$ cat config.mk
export PLATFORM = sky130hd
export DESIGN_NAME = unicycle_pose_integrator_flat
export DESIGN_NICKNAME = d
export VERILOG_FILES = /design/src/design/upi_pkg.sv /design/src/design/upi_if.sv /design/src/design/upi_mul.sv /design/src/design/upi_cordic.sv /design/src/design/unicycle_pose_integrator.sv /design/src/flat_wrapper.sv
export SDC_FILE = /design/constraint.sdc
export NUM_CORES = 2
export LEC_CHECK = 0
export ABC_AREA = 1
export BUFFER_PORTS_ARGS = -buffer_cell sky130_fd_sc_hd__clkbuf_2
export CORE_ASPECT_RATIO = 1.4
export CORE_MARGIN = 2
export CORE_UTILIZATION = 55
export CTS_BUF_LIST = sky130_fd_sc_hd__clkbuf_4 sky130_fd_sc_hd__clkbuf_8 sky130_fd_sc_hd__clkbuf_16
export DETAILED_ROUTE_END_ITERATION = 10
export PLACE_DENSITY = 0.78
export SLEW_MARGIN = 10
export SYNTH_ARGS = -nofsm -noshare
export SYNTH_HDL_FRONTEND = slang
export SYNTH_SLANG_ARGS = --single-unit
$ cat constraint.sdc
create_clock -name clk_i -period 9.9 [get_ports clk_i]
set_input_delay 2.97 -clock clk_i [delete_from_list [all_inputs] [get_ports clk_i]]
set_output_delay 2.97 -clock clk_i [all_outputs]
set_load 0.05 [all_outputs]
$ cat src/design/upi_pkg.sv
// shared widths, codes, constants and the arctangent table of the pose integrator
`default_nettype none

package upi_pkg;

  // field widths
  localparam int unsigned CMD_W   = 2;
  localparam int unsigned SPEED_W = 24;
  localparam int unsigned POS_W   = 32;
  localparam int unsigned ANGLE_W = 32;
  localparam int unsigned DT_W    = 16;

  // command codes
  localparam logic [CMD_W-1:0] CMD_TICK     = 2'd0;
  localparam logic [CMD_W-1:0] CMD_SET_VEL  = 2'd1;
  localparam logic [CMD_W-1:0] CMD_SET_POSE = 2'd2;

  // register port
  localparam int unsigned APB_ADDR_W = 3;
  localparam int unsigned APB_DATA_W = 32;
  localparam logic [APB_ADDR_W-3:0] REG_TICK_PERIOD = 1'b0;
  localparam logic [DT_W-1:0] TICK_PERIOD_RESET = 16'd655;

  // rotation unit
  localparam int unsigned TRIG_W       = 33;
  localparam int unsigned STEP_W       = 5;
  localparam int unsigned CORDIC_STEPS = 20;
  localparam logic signed [TRIG_W-1:0] CORDIC_START = 33'sd652032874;
  localparam logic [ANGLE_W-1:0] EIGHTH_TURN = 32'd536870912;

  // digit-serial multiplier
  localparam int unsigned MUL_A_W     = 42;
  localparam int unsigned MUL_B_W     = 24;
  localparam int unsigned MUL_DIGIT_W = 4;
  localparam int unsigned MUL_DIGITS  = MUL_B_W / MUL_DIGIT_W;
  localparam int unsigned MUL_CNT_W   = 3;
  localparam int unsigned MUL_P_W     = MUL_A_W + 1 + MUL_B_W;

  // arctangent of 2^-i in units of 2^-32 turn
  function automatic logic signed [ANGLE_W-1:0] atan_turn(input logic [STEP_W-1:0] idx);
    logic signed [ANGLE_W-1:0] val;
    begin
      case (idx)
        5'd0:    val = 32'sd536870912;
        5'd1:    val = 32'sd316933405;
        5'd2:    val = 32'sd167458907;
        5'd3:    val = 32'sd85004756;
        5'd4:    val = 32'sd42667331;
        5'd5:    val = 32'sd21354465;
        5'd6:    val = 32'sd10679838;
        5'd7:    val = 32'sd5340245;
        5'd8:    val = 32'sd2670163;
        5'd9:    val = 32'sd1335086;
        5'd10:   val = 32'sd667544;
        5'd11:   val = 32'sd333772;
        5'd12:   val = 32'sd166886;
        5'd13:   val = 32'sd83443;
        5'd14:   val = 32'sd41721;
        5'd15:   val = 32'sd20860;
        5'd16:   val = 32'sd10430;
        5'd17:   val = 32'sd5215;
        5'd18:   val = 32'sd2607;
        5'd19:   val = 32'sd1303;
        default: val = '0;
      endcase
      return val;
    end
  endfunction

endpackage

`default_nettype wire

$ cat src/design/upi_if.sv
// command and result channel interfaces of the pose integrator
`default_nettype none

interface upi_cmd_if;
  import upi_pkg::*;

  logic                      valid;
  logic                      ready;
  logic [CMD_W-1:0]          command;
  logic signed [SPEED_W-1:0] linear_speed;
  logic signed [SPEED_W-1:0] angular_speed;
  logic signed [POS_W-1:0]   pose_x;
  logic signed [POS_W-1:0]   pose_y;
  logic [ANGLE_W-1:0]        pose_heading;

  modport source (
    output valid, command, linear_speed, angular_speed, pose_x, pose_y, pose_heading,
    input  ready
  );
  modport sink (
    input  valid, command, linear_speed, angular_speed, pose_x, pose_y, pose_heading,
    output ready
  );
endinterface

interface upi_res_if;
  import upi_pkg::*;

  logic                      valid;
  logic                      ready;
  logic signed [POS_W-1:0]   position_x;
  logic signed [POS_W-1:0]   position_y;
  logic [ANGLE_W-1:0]        heading;
  logic signed [SPEED_W-1:0] current_linear_speed;
  logic signed [SPEED_W-1:0] current_angular_speed;

  modport source (
    output valid, position_x, position_y, heading, current_linear_speed,
           current_angular_speed,
    input  ready
  );
  modport sink (
    input  valid, position_x, position_y, heading, current_linear_speed,
           current_angular_speed,
    output ready
  );
endinterface

`default_nettype wire

$ cat src/design/upi_mul.sv
// radix-16 digit-serial signed multiplier, one multiplier digit per cycle
`default_nettype none

module upi_mul (
  input  logic                                 clk_i,
  input  logic                                 rst_ni,
  input  logic                                 start_i,
  input  logic signed [upi_pkg::MUL_A_W-1:0]   mcand_i,
  input  logic signed [upi_pkg::MUL_B_W-1:0]   mplier_i,
  output logic                                 done_o,
  output logic signed [upi_pkg::MUL_P_W-1:0]   product_o
);
  import upi_pkg::*;

  localparam int unsigned SUM_W = MUL_A_W + MUL_DIGIT_W + 1;

  logic signed [MUL_A_W-1:0]  a_q;
  logic [MUL_B_W-1:0]         b_q, b_d;
  logic signed [MUL_A_W:0]    hi_q, hi_d;
  logic [MUL_B_W-1:0]         lo_q, lo_d;
  logic [MUL_CNT_W-1:0]       cnt_q;
  logic                       run_q, done_q;
  logic                       last;
  logic signed [MUL_DIGIT_W:0] digit;
  logic signed [SUM_W-1:0]    pp, sum;

  // top digit of the multiplier carries the sign, the others are unsigned
  assign last  = (cnt_q == MUL_CNT_W'(MUL_DIGITS - 1));
  assign digit = {b_q[MUL_DIGIT_W-1] & last, b_q[MUL_DIGIT_W-1:0]};
  assign pp    = $signed({{(SUM_W-MUL_A_W){a_q[MUL_A_W-1]}}, a_q})
               * $signed({{(SUM_W-MUL_DIGIT_W-1){digit[MUL_DIGIT_W]}}, digit});
  assign sum   = $signed({{(SUM_W-MUL_A_W-1){hi_q[MUL_A_W]}}, hi_q}) + pp;

  // accumulate and shift the low digit out into the low word
  assign hi_d = sum[SUM_W-1:MUL_DIGIT_W];
  assign lo_d = {sum[MUL_DIGIT_W-1:0], lo_q[MUL_B_W-1:MUL_DIGIT_W]};
  assign b_d  = {{MUL_DIGIT_W{1'b0}}, b_q[MUL_B_W-1:MUL_DIGIT_W]};

  // control
  always_ff @(posedge clk_i or negedge rst_ni) begin
    if (!rst_ni) begin
      run_q  <= 1'b0;
      done_q <= 1'b0;
      cnt_q  <= '0;
    end else begin
      done_q <= 1'b0;
      if (start_i) begin
        run_q <= 1'b1;
        cnt_q <= '0;
      end else if (run_q) begin
        cnt_q <= cnt_q + 1'b1;
        if (last) begin
          run_q  <= 1'b0;
          done_q <= 1'b1;
        end
      end
    end
  end

  // datapath
  always_ff @(posedge clk_i) begin
    if (start_i) begin
      a_q  <= mcand_i;
      b_q  <= mplier_i;
      hi_q <= '0;
      lo_q <= '0;
    end else if (run_q) begin
      b_q  <= b_d;
      hi_q <= hi_d;
      lo_q <= lo_d;
    end
  end

  assign done_o    = done_q;
  assign product_o = {hi_q, lo_q};

endmodule

`default_nettype wire

$ cat src/design/upi_cordic.sv
// iterative rotation-mode cordic, one micro-rotation per cycle, quadrant folded
`default_nettype none

module upi_cordic (
  input  logic                                clk_i,
  input  logic                                rst_ni,
  input  logic                                start_i,
  input  logic [upi_pkg::ANGLE_W-1:0]         angle_i,
  output logic                                done_o,
  output logic signed [upi_pkg::TRIG_W-1:0]   cos_o,
  output logic signed [upi_pkg::TRIG_W-1:0]   sin_o
);
  import upi_pkg::*;

  logic signed [TRIG_W-1:0]  x_q, y_q, xs, ys;
  logic signed [ANGLE_W-1:0] z_q;
  logic [1:0]                quad_q;
  logic [STEP_W-1:0]         idx_q;
  logic                      run_q, done_q;
  logic [ANGLE_W-1:0]        shifted;
  logic                      last;

  assign shifted = angle_i + EIGHTH_TURN;
  assign last    = (idx_q == STEP_W'(CORDIC_STEPS - 1));
  assign xs      = x_q >>> idx_q;
  assign ys      = y_q >>> idx_q;

  // control
  always_ff @(posedge clk_i or negedge rst_ni) begin
    if (!rst_ni) begin
      run_q  <= 1'b0;
      done_q <= 1'b0;
      idx_q  <= '0;
    end else begin
      done_q <= 1'b0;
      if (start_i) begin
        run_q <= 1'b1;
        idx_q <= '0;
      end else if (run_q) begin
        idx_q <= idx_q + 1'b1;
        if (last) begin
          run_q  <= 1'b0;
          done_q <= 1'b1;
        end
      end
    end
  end

  // micro-rotation toward zero residual angle
  always_ff @(posedge clk_i) begin
    if (start_i) begin
      quad_q <= shifted[ANGLE_W-1:ANGLE_W-2];
      z_q    <= $signed({2'b00, shifted[ANGLE_W-3:0]}) - $signed(EIGHTH_TURN);
      x_q    <= CORDIC_START;
      y_q    <= '0;
    end else if (run_q) begin
      if (!z_q[ANGLE_W-1]) begin
        x_q <= x_q - ys;
        y_q <= y_q + xs;
        z_q <= z_q - atan_turn(idx_q);
      end else begin
        x_q <= x_q + ys;
        y_q <= y_q - xs;
        z_q <= z_q + atan_turn(idx_q);
      end
    end
  end

  // unfold the quadrant
  always_comb begin
    case (quad_q)
      2'd0: begin
        cos_o = x_q;
        sin_o = y_q;
      end
      2'd1: begin
        cos_o = -y_q;
        sin_o = x_q;
      end
      2'd2: begin
        cos_o = -x_q;
        sin_o = -y_q;
      end
      default: begin
        cos_o = y_q;
        sin_o = -x_q;
      end
    endcase
  end

  assign done_o = done_q;

endmodule

`default_nettype wire

$ cat src/design/unicycle_pose_integrator.sv
// top level of the unicycle dead-reckoning pose integrator
`default_nettype none

// channel   dir  handshake            carries
// cmd_i     in   valid / ready        command, speeds, pose to load
// res_o     out  valid / ready        pose and stored speeds after a tick
// apb       in   psel/penable/pready  tick_period at byte address 0
//
// set velocity, set pose and the unused command keep the block idle and ready.
// a tick runs 6 digit steps for the heading product, 20 cordic steps, then 6 + 6 digit
// steps for speed times trig and times the tick period, with x and y on two multipliers
// side by side; handoffs write the heading, start the multipliers, write the position and
// write the result out, and the block then takes the next item. the result sits in an
// output register, so a stalled result only holds the next tick at its final write-out.
// reset clears the pose, speeds and result valid.

module unicycle_pose_integrator (
  input  logic                               clk_i,
  input  logic                               rst_ni,
  upi_cmd_if.sink                            cmd_i,
  upi_res_if.source                          res_o,
  input  logic                               psel,
  input  logic                               penable,
  input  logic                               pwrite,
  input  logic [upi_pkg::APB_ADDR_W-1:0]     paddr,
  input  logic [upi_pkg::APB_DATA_W-1:0]     pwdata,
  output logic [upi_pkg::APB_DATA_W-1:0]     prdata,
  output logic                               pready
);
  import upi_pkg::*;

  localparam logic [2:0] S_IDLE = 3'd0;
  localparam logic [2:0] S_HEAD = 3'd1;
  localparam logic [2:0] S_ROT  = 3'd2;
  localparam logic [2:0] S_VEL  = 3'd3;
  localparam logic [2:0] S_STEP = 3'd4;
  localparam logic [2:0] S_PUT  = 3'd5;

  logic [2:0]                state_q, state_d;
  logic [DT_W-1:0]           tick_period_q;
  logic signed [POS_W-1:0]   pos_x_q, pos_y_q;
  logic [ANGLE_W-1:0]        heading_q, head_next;
  logic signed [SPEED_W-1:0] speed_lin_q, speed_ang_q;

  logic                      res_valid_q;
  logic signed [POS_W-1:0]   out_x_q, out_y_q;
  logic [ANGLE_W-1:0]        out_head_q;
  logic signed [SPEED_W-1:0] out_lin_q, out_ang_q;

  logic                      cmd_acc, cfg_wr, put_ok;
  logic                      start_x, start_y, start_rot;
  logic                      done_x, done_y, rot_done;
  logic signed [MUL_A_W-1:0] mul_a_x, mul_a_y;
  logic signed [MUL_B_W-1:0] mul_b;
  logic signed [MUL_P_W-1:0] prod_x, prod_y;
  logic signed [TRIG_W-1:0]  cos_v, sin_v;
  logic signed [MUL_P_W-1:0] rnd_x, rnd_y;
  logic signed [MUL_A_W-1:0] q_x, q_y;
  logic signed [MUL_B_W-1:0] dt_ext;

  // round the move to 2^-16 m and add it to the position with saturation
  function automatic logic [POS_W-1:0] step_pos(input logic [POS_W-1:0] pos,
                                                input logic signed [MUL_P_W-1:0] prod);
    logic signed [MUL_P_W-1:0] rnd;
    logic [POS_W:0]            delta;
    logic [POS_W+1:0]          sum;
    logic [POS_W-1:0]          res;
    begin
      rnd   = prod + MUL_P_W'(134217728);
      delta = rnd[POS_W+28:28];
      sum   = {{2{pos[POS_W-1]}}, pos} + {delta[POS_W], delta};
      if (sum[POS_W+1:POS_W-1] == 3'b000 || sum[POS_W+1:POS_W-1] == 3'b111) begin
        res = sum[POS_W-1:0];
      end else if (sum[POS_W+1]) begin
        res = {1'b1, {(POS_W-1){1'b0}}};
      end else begin
        res = {1'b0, {(POS_W-1){1'b1}}};
      end
      return res;
    end
  endfunction

  // handshakes
  assign cmd_acc     = cmd_i.valid && cmd_i.ready;
  assign cmd_i.ready = (state_q == S_IDLE);
  assign cfg_wr      = psel && penable && pwrite && pready;
  assign put_ok      = !res_valid_q || res_o.ready;

  // register port
  assign pready = 1'b1;
  assign prdata = (paddr[APB_ADDR_W-1:2] == REG_TICK_PERIOD)
                ? {{(APB_DATA_W-DT_W){1'b0}}, tick_period_q} : '0;

  always_ff @(posedge clk_i or negedge rst_ni) begin
    if (!rst_ni) begin
      tick_period_q <= TICK_PERIOD_RESET;
    end else if (cfg_wr && paddr[APB_ADDR_W-1:2] == REG_TICK_PERIOD) begin
      tick_period_q <= pwdata[DT_W-1:0];
    end
  end

  // arithmetic glue between the units
  assign dt_ext    = {{(MUL_B_W-DT_W){1'b0}}, tick_period_q};
  assign head_next = heading_q + prod_x[ANGLE_W-1:0];
  assign rnd_x     = prod_x + MUL_P_W'(8192);
  assign rnd_y     = prod_y + MUL_P_W'(8192);
  assign q_x       = rnd_x[MUL_A_W+13:14];
  assign q_y       = rnd_y[MUL_A_W+13:14];

  // sequencer, x and y multipliers run in lockstep for the position products
  always_comb begin
    state_d   = state_q;
    start_x   = 1'b0;
    start_y   = 1'b0;
    start_rot = 1'b0;
    mul_a_x   = '0;
    mul_a_y   = '0;
    mul_b     = dt_ext;
    unique case (state_q)
      S_IDLE: begin
        mul_a_x = {{(MUL_A_W-SPEED_W){speed_ang_q[SPEED_W-1]}}, speed_ang_q};
        if (cmd_acc && cmd_i.command == CMD_TICK) begin
          start_x = 1'b1;
          state_d = S_HEAD;
        end
      end
      S_HEAD: begin
        if (done_x) begin
          start_rot = 1'b1;
          state_d   = S_ROT;
        end
      end
      S_ROT: begin
        mul_a_x = {{(MUL_A_W-TRIG_W){cos_v[TRIG_W-1]}}, cos_v};
        mul_a_y = {{(MUL_A_W-TRIG_W){sin_v[TRIG_W-1]}}, sin_v};
        mul_b   = speed_lin_q;
        if (rot_done) begin
          start_x = 1'b1;
          start_y = 1'b1;
          state_d = S_VEL;
        end
      end
      S_VEL: begin
        mul_a_x = q_x;
        mul_a_y = q_y;
        if (done_x && done_y) begin
          start_x = 1'b1;
          start_y = 1'b1;
          state_d = S_STEP;
        end
      end
      S_STEP: begin
        if (done_x && done_y) begin
          state_d = S_PUT;
        end
      end
      S_PUT: begin
        if (put_ok) begin
          state_d = S_IDLE;
        end
      end
      default: state_d = S_IDLE;
    endcase
  end

  // pose and speed state
  always_ff @(posedge clk_i or negedge rst_ni) begin
    if (!rst_ni) begin
      state_q     <= S_IDLE;
      pos_x_q     <= '0;
      pos_y_q     <= '0;
      heading_q   <= '0;
      speed_lin_q <= '0;
      speed_ang_q <= '0;
    end else begin
      state_q <= state_d;
      if (cmd_acc) begin
        case (cmd_i.command)
          CMD_SET_VEL: begin
            speed_lin_q <= cmd_i.linear_speed;
            speed_ang_q <= cmd_i.angular_speed;
          end
          CMD_SET_POSE: begin
            pos_x_q     <= cmd_i.pose_x;
            pos_y_q     <= cmd_i.pose_y;
            heading_q   <= cmd_i.pose_heading;
            speed_lin_q <= '0;
            speed_ang_q <= '0;
          end
          default: ;
        endcase
      end
      if (state_q == S_HEAD && done_x) begin
        heading_q <= head_next;
      end
      if (state_q == S_STEP && done_x && done_y) begin
        pos_x_q <= step_pos(pos_x_q, prod_x);
        pos_y_q <= step_pos(pos_y_q, prod_y);
      end
    end
  end

  // output register
  always_ff @(posedge clk_i or negedge rst_ni) begin
    if (!rst_ni) begin
      res_valid_q <= 1'b0;
    end else if (state_q == S_PUT && put_ok) begin
      res_valid_q <= 1'b1;
    end else if (res_o.ready) begin
      res_valid_q <= 1'b0;
    end
  end

  always_ff @(posedge clk_i) begin
    if (state_q == S_PUT && put_ok) begin
      out_x_q    <= pos_x_q;
      out_y_q    <= pos_y_q;
      out_head_q <= heading_q;
      out_lin_q  <= speed_lin_q;
      out_ang_q  <= speed_ang_q;
    end
  end

  assign res_o.valid                 = res_valid_q;
  assign res_o.position_x            = out_x_q;
  assign res_o.position_y            = out_y_q;
  assign res_o.heading               = out_head_q;
  assign res_o.current_linear_speed  = out_lin_q;
  assign res_o.current_angular_speed = out_ang_q;

  // units
  upi_mul u_mul_x (
    .clk_i     (clk_i),
    .rst_ni    (rst_ni),
    .start_i   (start_x),
    .mcand_i   (mul_a_x),
    .mplier_i  (mul_b),
    .done_o    (done_x),
    .product_o (prod_x)
  );

  upi_mul u_mul_y (
    .clk_i     (clk_i),
    .rst_ni    (rst_ni),
    .start_i   (start_y),
    .mcand_i   (mul_a_y),
    .mplier_i  (mul_b),
    .done_o    (done_y),
    .product_o (prod_y)
  );

  upi_cordic u_cordic (
    .clk_i   (clk_i),
    .rst_ni  (rst_ni),
    .start_i (start_rot),
    .angle_i (head_next),
    .done_o  (rot_done),
    .cos_o   (cos_v),
    .sin_o   (sin_v)
  );

endmodule

`default_nettype wire

$ cat src/flat_wrapper.sv
// flat-port wrapper written by rule: the top's interface ports become plain ports
module unicycle_pose_integrator_flat import upi_pkg::*;
  (clk_i, rst_ni, psel, penable, pwrite, paddr, pwdata, prdata, pready, cmd_i_valid, cmd_i_command, cmd_i_linear_speed, cmd_i_angular_speed, cmd_i_pose_x, cmd_i_pose_y, cmd_i_pose_heading, cmd_i_ready, res_o_valid, res_o_position_x, res_o_position_y, res_o_heading, res_o_current_linear_speed, res_o_current_angular_speed, res_o_ready);
  upi_cmd_if cmd_i_i ();
  upi_res_if res_o_i ();
  input  logic clk_i;
  input  logic rst_ni;
  input  logic psel;
  input  logic penable;
  input  logic pwrite;
  input  logic [upi_pkg::APB_ADDR_W-1:0] paddr;
  input  logic [upi_pkg::APB_DATA_W-1:0] pwdata;
  output logic [upi_pkg::APB_DATA_W-1:0] prdata;
  output logic pready;
  input wire logic [$bits(cmd_i_i.valid)-1:0] cmd_i_valid;
  input wire logic [$bits(cmd_i_i.command)-1:0] cmd_i_command;
  input wire logic [$bits(cmd_i_i.linear_speed)-1:0] cmd_i_linear_speed;
  input wire logic [$bits(cmd_i_i.angular_speed)-1:0] cmd_i_angular_speed;
  input wire logic [$bits(cmd_i_i.pose_x)-1:0] cmd_i_pose_x;
  input wire logic [$bits(cmd_i_i.pose_y)-1:0] cmd_i_pose_y;
  input wire logic [$bits(cmd_i_i.pose_heading)-1:0] cmd_i_pose_heading;
  output wire logic [$bits(cmd_i_i.ready)-1:0] cmd_i_ready;
  output wire logic [$bits(res_o_i.valid)-1:0] res_o_valid;
  output wire logic [$bits(res_o_i.position_x)-1:0] res_o_position_x;
  output wire logic [$bits(res_o_i.position_y)-1:0] res_o_position_y;
  output wire logic [$bits(res_o_i.heading)-1:0] res_o_heading;
  output wire logic [$bits(res_o_i.current_linear_speed)-1:0] res_o_current_linear_speed;
  output wire logic [$bits(res_o_i.current_angular_speed)-1:0] res_o_current_angular_speed;
  input wire logic [$bits(res_o_i.ready)-1:0] res_o_ready;
  assign cmd_i_i.valid = cmd_i_valid;
  assign cmd_i_i.command = cmd_i_command;
  assign cmd_i_i.linear_speed = cmd_i_linear_speed;
  assign cmd_i_i.angular_speed = cmd_i_angular_speed;
  assign cmd_i_i.pose_x = cmd_i_pose_x;
  assign cmd_i_i.pose_y = cmd_i_pose_y;
  assign cmd_i_i.pose_heading = cmd_i_pose_heading;
  assign cmd_i_ready = cmd_i_i.ready;
  assign res_o_valid = res_o_i.valid;
  assign res_o_position_x = res_o_i.position_x;
  assign res_o_position_y = res_o_i.position_y;
  assign res_o_heading = res_o_i.heading;
  assign res_o_current_linear_speed = res_o_i.current_linear_speed;
  assign res_o_current_angular_speed = res_o_i.current_angular_speed;
  assign res_o_i.ready = res_o_ready;
  unicycle_pose_integrator u_core (.clk_i(clk_i), .rst_ni(rst_ni), .cmd_i(cmd_i_i), .res_o(res_o_i), .psel(psel), .penable(penable), .pwrite(pwrite), .paddr(paddr), .pwdata(pwdata), .prdata(prdata), .pready(pready));
endmodule
# Word-level counts from Yosys, hierarchy flattened
# Memory sizes are Yosys's and may differ from the RTL's.
# Cells that the tools add are included.
[totals]
reg_bits = 691
romBits = 1920
out_inout_bits = 179
word_cells = 193
mem_count = 2
[op_classes]
addsub = 22
n_mul = 2
eq_ne = 20
shifts = 2
n_mux = 76
bitwise_logic = 3
n_reduce_logical = 32
[memory_table]
columns = ["memory", "words", "width", "rd", "rd_clocked_by_memory_dff", "wr", "line", "rtl"]
rows = [
  ["(name not given)", 32, 30, 1, 0, 0, "upi_pkg.sv:43", "case (idx)"],
  ["(name not given)", 32, 30, 1, 0, 0, "upi_pkg.sv:43", ""],
]
[op_table]
columns = ["cell", "count"]
rows = [
  ["$mux W32", 22],
  ["$pmux W33 S3", 2],
  ["$pmux W42 S3", 1],
  ["$add A61 B29 Y61 const B", 2],
  ["$mux W24", 5],
  ["$add A56 B15 Y56 const B", 2],
  ["$pmux W24 S2", 2],
  ["$add A43 B47 Y47", 2],
  ["$mul A42 B5 Y47", 2],
  ["$pmux W42 S2", 1],
  ["$add A32 B33 Y34", 2],
  ["$add A33 B33 Y33", 2],
  ["$mux W33", 2],
  ["$neg A33 Y33", 2],
  ["$sshr A33 B5 Y33", 2],
  ["$sub A33 B33 Y33", 2],
  ["$add A32 B32 Y32", 2],
  ["$add A32 B30 Y32 const B", 1],
  ["$sub A32 B32 Y32", 1],
  ["$sub A30 B30 Y31 const B", 1],
  ["$mux W3", 10],
  ["$mux W1", 25],
  ["$eq A3 B3 Y1 const B", 6],
  ["$pmux W3 S6", 1],
  ["other kinds (23)", 57],
]

# Longest topological paths before layout
# An unclocked memory read counts as a cell.
[logic_depth]
ltp_word = 8
ltp_mapped = 36
ltp_nobuf = 35

# Hierarchy
# A second synthesis with hierarchy kept.
[unflattened]
cells_unflattened = 10598
area_unflattened_um2 = 71195.8
[modules_own_cells]
columns = ["mod", "n_inst", "cells_each", "area_per_inst_um2", "seq_area_each_um2"]
rows = [
  ["unicycle_pose_integrator", 1, 3267, 23167.2, 8435.6],
  ["upi_cordic", 1, 3273, 18725.5, 2517.4],
  ["upi_mul (u_core.u_mul_x)", 1, 2029, 14672.8, 3448.3],
  ["upi_mul (u_core.u_mul_y)", 1, 2029, 14630.3, 3448.3],
]

# Worst setup path before layout
# Ideal clock, no wire load.
[synth_path]
path_type = "input -> register"
startpoint = "in res_o_ready"
endpoint = "reg u_core.out_ang_q[0] (netlist: u_core.res_o.current_angular_speed[0]), enable pin"
setup_ns = 0.651
arrival_ns = 8.973
required_ns = 9.249
setup_slack_ns = 0.276
path_stages = 2
cell_sequence = "nor2_1 > nor2_1"
[synth_between]
elab_chain_len = 2
[synth_rtl]
columns = ["element", "line", "rtl"]
rows = [
  ["start: declaration", "flat_wrapper.sv:29", "input wire logic [$bits(res_o_i.ready)-1:0] res_o_ready;"],
  ["$logic_or A1 B1 Y1", "unicycle_pose_integrator.sv:87", "assign put_ok = !res_valid_q || res_o.ready;"],
  ["$logic_and A1 B1 Y1", "unicycle_pose_integrator.sv:215", "if (state_q == S_PUT && put_ok) begin"],
  ["end signal: assignment", "unicycle_pose_integrator.sv:220", "out_ang_q <= speed_ang_q;"],
  ["end: declaration", "unicycle_pose_integrator.sv:48", "logic signed [SPEED_W-1:0] out_lin_q, out_ang_q;"],
]
# Every way passes these cells.
# A chain may end at the register's enable or synchronous reset.

# Worst setup path in the final report
[layout_path]
startpoint = "reg u_core.u_mul_y.b_q[3]"
endpoint = "reg u_core.u_mul_y.hi_q[32]"
[layout_between]
elab_chain_len = 3
[layout_rtl]
columns = ["element", "line", "rtl"]
rows = [
  ["start: declaration", "upi_mul.sv:18", "logic [MUL_B_W-1:0] b_q, b_d;"],
  ["start signal: assignment", "upi_mul.sv:64", "b_q <= mplier_i;"],
  ["$and A1 B1 Y1", "upi_mul.sv:29", "assign digit = {b_q[MUL_DIGIT_W-1] & last, b_q[MUL_DIGIT_W-1:0]};"],
  ["$mul A42 B5 Y47 (*)", "upi_mul.sv:31", "* $signed({{(SUM_W-MUL_DIGIT_W-1){digit[MUL_DIGIT_W]}}, digit});"],
  ["$add A43 B47 Y47 (*)", "upi_mul.sv:32", "assign sum = $signed({{(SUM_W-MUL_A_W-1){hi_q[MUL_A_W]}}, hi_q}) + pp;"],
  ["end signal: assignment", "upi_mul.sv:69", "hi_q <= hi_d;"],
  ["end: declaration", "upi_mul.sv:19", "logic signed [MUL_A_W:0] hi_q, hi_d;"],
]
# Mark *: on every way between the ends. The rest lies on a longest branch, timed or not.

==> run_results.csv <==
group,metric,value,unit
clock_tree,cts.path.max_buffers,3,
route,drt_wl_total,242,mm
route,via_count,66600,
setup_path,start_kind,"flip-flop",
placed_design,hpwl,190,mm
setup_path,critPathRequiredTime,10.53,ns
hold_path,min_to,"u_core.res_o.current_angular_speed[0]",
timing,max_slew_margin,3.38,%
route,drc_errors,0,
setup_path,end_kind,"flip-flop",
synth,synth-seq-cells,678,
synth,synth_edf_count,310,
setup_path,path_class,"flip-flop to flip-flop",
setup_path,cp.arrival,7.74,ns
clock_tree,cts_hold_buf,0,
placed_design,gp_congestion,1.04,
setup_path,crit_top_cell,"inv_1",
timing,fmax,0.141,GHz
route,drt_pass1_iterations,7,
clock_tree,cts_tree,"done",
synth,ys_warn_count,0,
flow_run,max_cap_violations,0,
clock_tree,cts-resized-gates,0,
setup_path,crit_fanout,43,
clock_tree,path_clk_slew,0.07,ns
floorplanning,die_w,300,um
timing,period_share,71.8,%
finish,final_common_cell,"nand2_1",
global_routing,antenna_found_initial,5,
timing,holdWs,0.450,ns
timing,period_minus_slack,7.11,ns
synth,syn-instance-count,9635,
setup_path,rr_worst_depth,25,
run_status,outcome,"completed",
finish,drive_gt1_share,6.70,%
finish,syn_to_final_growth,8.24,%
global_routing,gr-usage-all-layers,38.1,%
global_routing,grt_pass1_wl,369,mm
clock_tree,cts_root_buf,"clkbuf_16",
clock_tree,post_cts_buffers,0,
synth,synth_seq_area_share,26.2,%
hold_path,min-delay-start,"u_core.speed_ang_q[0]",
timing,tns,0,ns
route,final_antenna_net_count,0,
floorplanning,dieArea,0.125,mm^2
floorplanning,start_util,55.5,%
setup_path,cp_slowest_stage_delay,0.58,ns
clock_tree,clk_latency,0.74,ns
synth,synth_top_area_share,13.8,%
timing,setup_viol,0,
timing,finalHoldViolCount,0,
hold_path,hold_depth,0,
placed_design,port-buffer-count,331,
global_routing,overflow,0,
global_routing,grt_pass1_vias,65600,
floorplanning,core_area,0.121,mm^2
floorplanning,chipHeight,418,um
synth,synth_ff_type,"edfxtp_1",
clock_tree,h-tree-depth,3,
clock_tree,cts_inserted_buffers,76,
setup_path,r2r_slack,2.79,ns
synth,synth_cell_type_count,70,
hold_path,hold_class,"flip-flop to flip-flop",
finish,nets,10700,
floorplanning,row_count,151,
timing,tightest_slew,1.43,ns
placed_design,dp_cells,11300,
route,drt_iter0_drc,5638,
timing,fin_skew,0.0781,ns
finish,finalNonFillerCells,11500,
route,vias_per_cell,5.81,
setup_path,r2r_end,"u_core.u_mul_y.hi_q[32]",
clock_tree,cts.sink_count,678,
route,avgRoutedWirePerCell,21.1,um
setup_path,r2r_start,"u_core.u_mul_y.b_q[3]",
synth,synthTopCellsByArea,"edfxtp_1 14%, nand2_1 12%, fa_1 10%, inv_1 9.9%, ha_1 7.5%",
timing,final-max-slew-violation-count,0,
floorplanning,io_pins,367,
timing,rsz0062_at_grt,"no",
synth,synthesis.area,0.0673,mm^2
finish,layout_common_cells,"2214 x nand2_1, 1772 x inv_1, 771 x nor2_1",
synth,synth_top_cell_by_area,"edfxtp_1",
global_routing,grt_start_max_net_pins,89,
synth,postSynth.asyncResetShare,26.7,%
setup_path,slowest_stage,"fa_1",
synth,syn_area_per_cell,6.98,um^2
-- Yosys cell counts (187+ instances only) --
cell / number
nand2_1: 2216
inv_1: 1777
nor2_1: 779
o21ai_0: 677
a21oi_1: 654
nand3_1: 580
ha_1: 402
fa_1: 346
edfxtp_1: 310
clkbuf_1: 249
xor2_1: 246
dfxtp_1: 187
-- metal layers --
metal / part of all wire [%] / vias up / routed length [um] / GRT usage [%]
met2: 47 / 3123 / 114000 / 63.9
met3: 7.2 / 943 / 17500 / 5.43
met5: 0.0054 / - / 13 / 0
met1: 36 / 31300 / 86400 / 42.6
li1: - / 31200 / - / -
met4: 10 / 2 / 24400 / 32.9
-- how the worst max path moves through the flow --
stage,start,slack (ns),endpoint
finish,u_core.u_mul_y.b_q[3],2.79,u_core.u_mul_y.hi_q[32]
global route,u_core.u_mul_y.b_q[3],2.49,u_core.u_mul_y.hi_q[36]
CTS,u_core.u_mul_y.b_q[3],2.99,u_core.u_mul_y.hi_q[36]
detailed placement,u_core.u_mul_y.b_q[3],3.02,u_core.u_mul_y.hi_q[36]
global placement,u_core.u_mul_y.b_q[3],3.08,u_core.u_mul_y.hi_q[37]
floorplan,res_o_ready,0.28,u_core.res_o.current_angular_speed[0]
-- worst max-delay path, delay by kind of cell, from the launching register on --
| family | cells | cell delay [ns] |
|---|---|---|
| simple gates | 6 | 1.16 |
| compound gates | 6 | 1.72 |
| flops | 1 | 0.34 |
| fa+ha+maj | 5 | 2.44 |
| buf+inv | 8 | 1.34 |
-- flip-flops by register name (all words and copies together), names as in the netlist, 33 cells and up --
name,count
u_core.u_cordic.x_q,33
u_core.u_cordic.y_q,33
u_core.u_mul_x.a_q,42
u_core.u_mul_x.hi_q,43
u_core.u_mul_y.a_q,42
u_core.u_mul_y.hi_q,43
-- stage by stage --
step                setup WS (ns)  util (%)  cell area, um^2
floorplan                   0.276         -            67300
CTS                          2.99      60.1            72800
global placement             3.08      57.9            70100
finish                       2.79      60.1            72800
detailed placement           3.02      57.9            70100
global route                 2.49      60.1            72800
-- area by class of cell --
type,count,area (um^2)
multi-input combinational,6819,41500
fill,11300,48300
tap,1606,2010
sequential,678,17600
clock inverter,56,653
antenna,6,15.0
timing repair buffer,415,2300
inverter,1796,6740
clock buffer,86,2000
-- kinds of logic (layout without fill, tap and decap cells) --
kind of cell,Yosys count,in the layout,share of synthesized area [%]
other,2,23,0.0112
and+or+nand+nor,3877,3877,23.8
xor gates and xnor gates,370,370,4.82
buffers and inverters,2153,2353,12.4
AOI/OAI and AO/OA,1807,1807,15.1
adders and majority gates,748,748,17.8
DFF,678,678,26.2
Power is not shown: default switching activity piles up to over one toggle a cycle in this logic, so the estimate is an artifact.
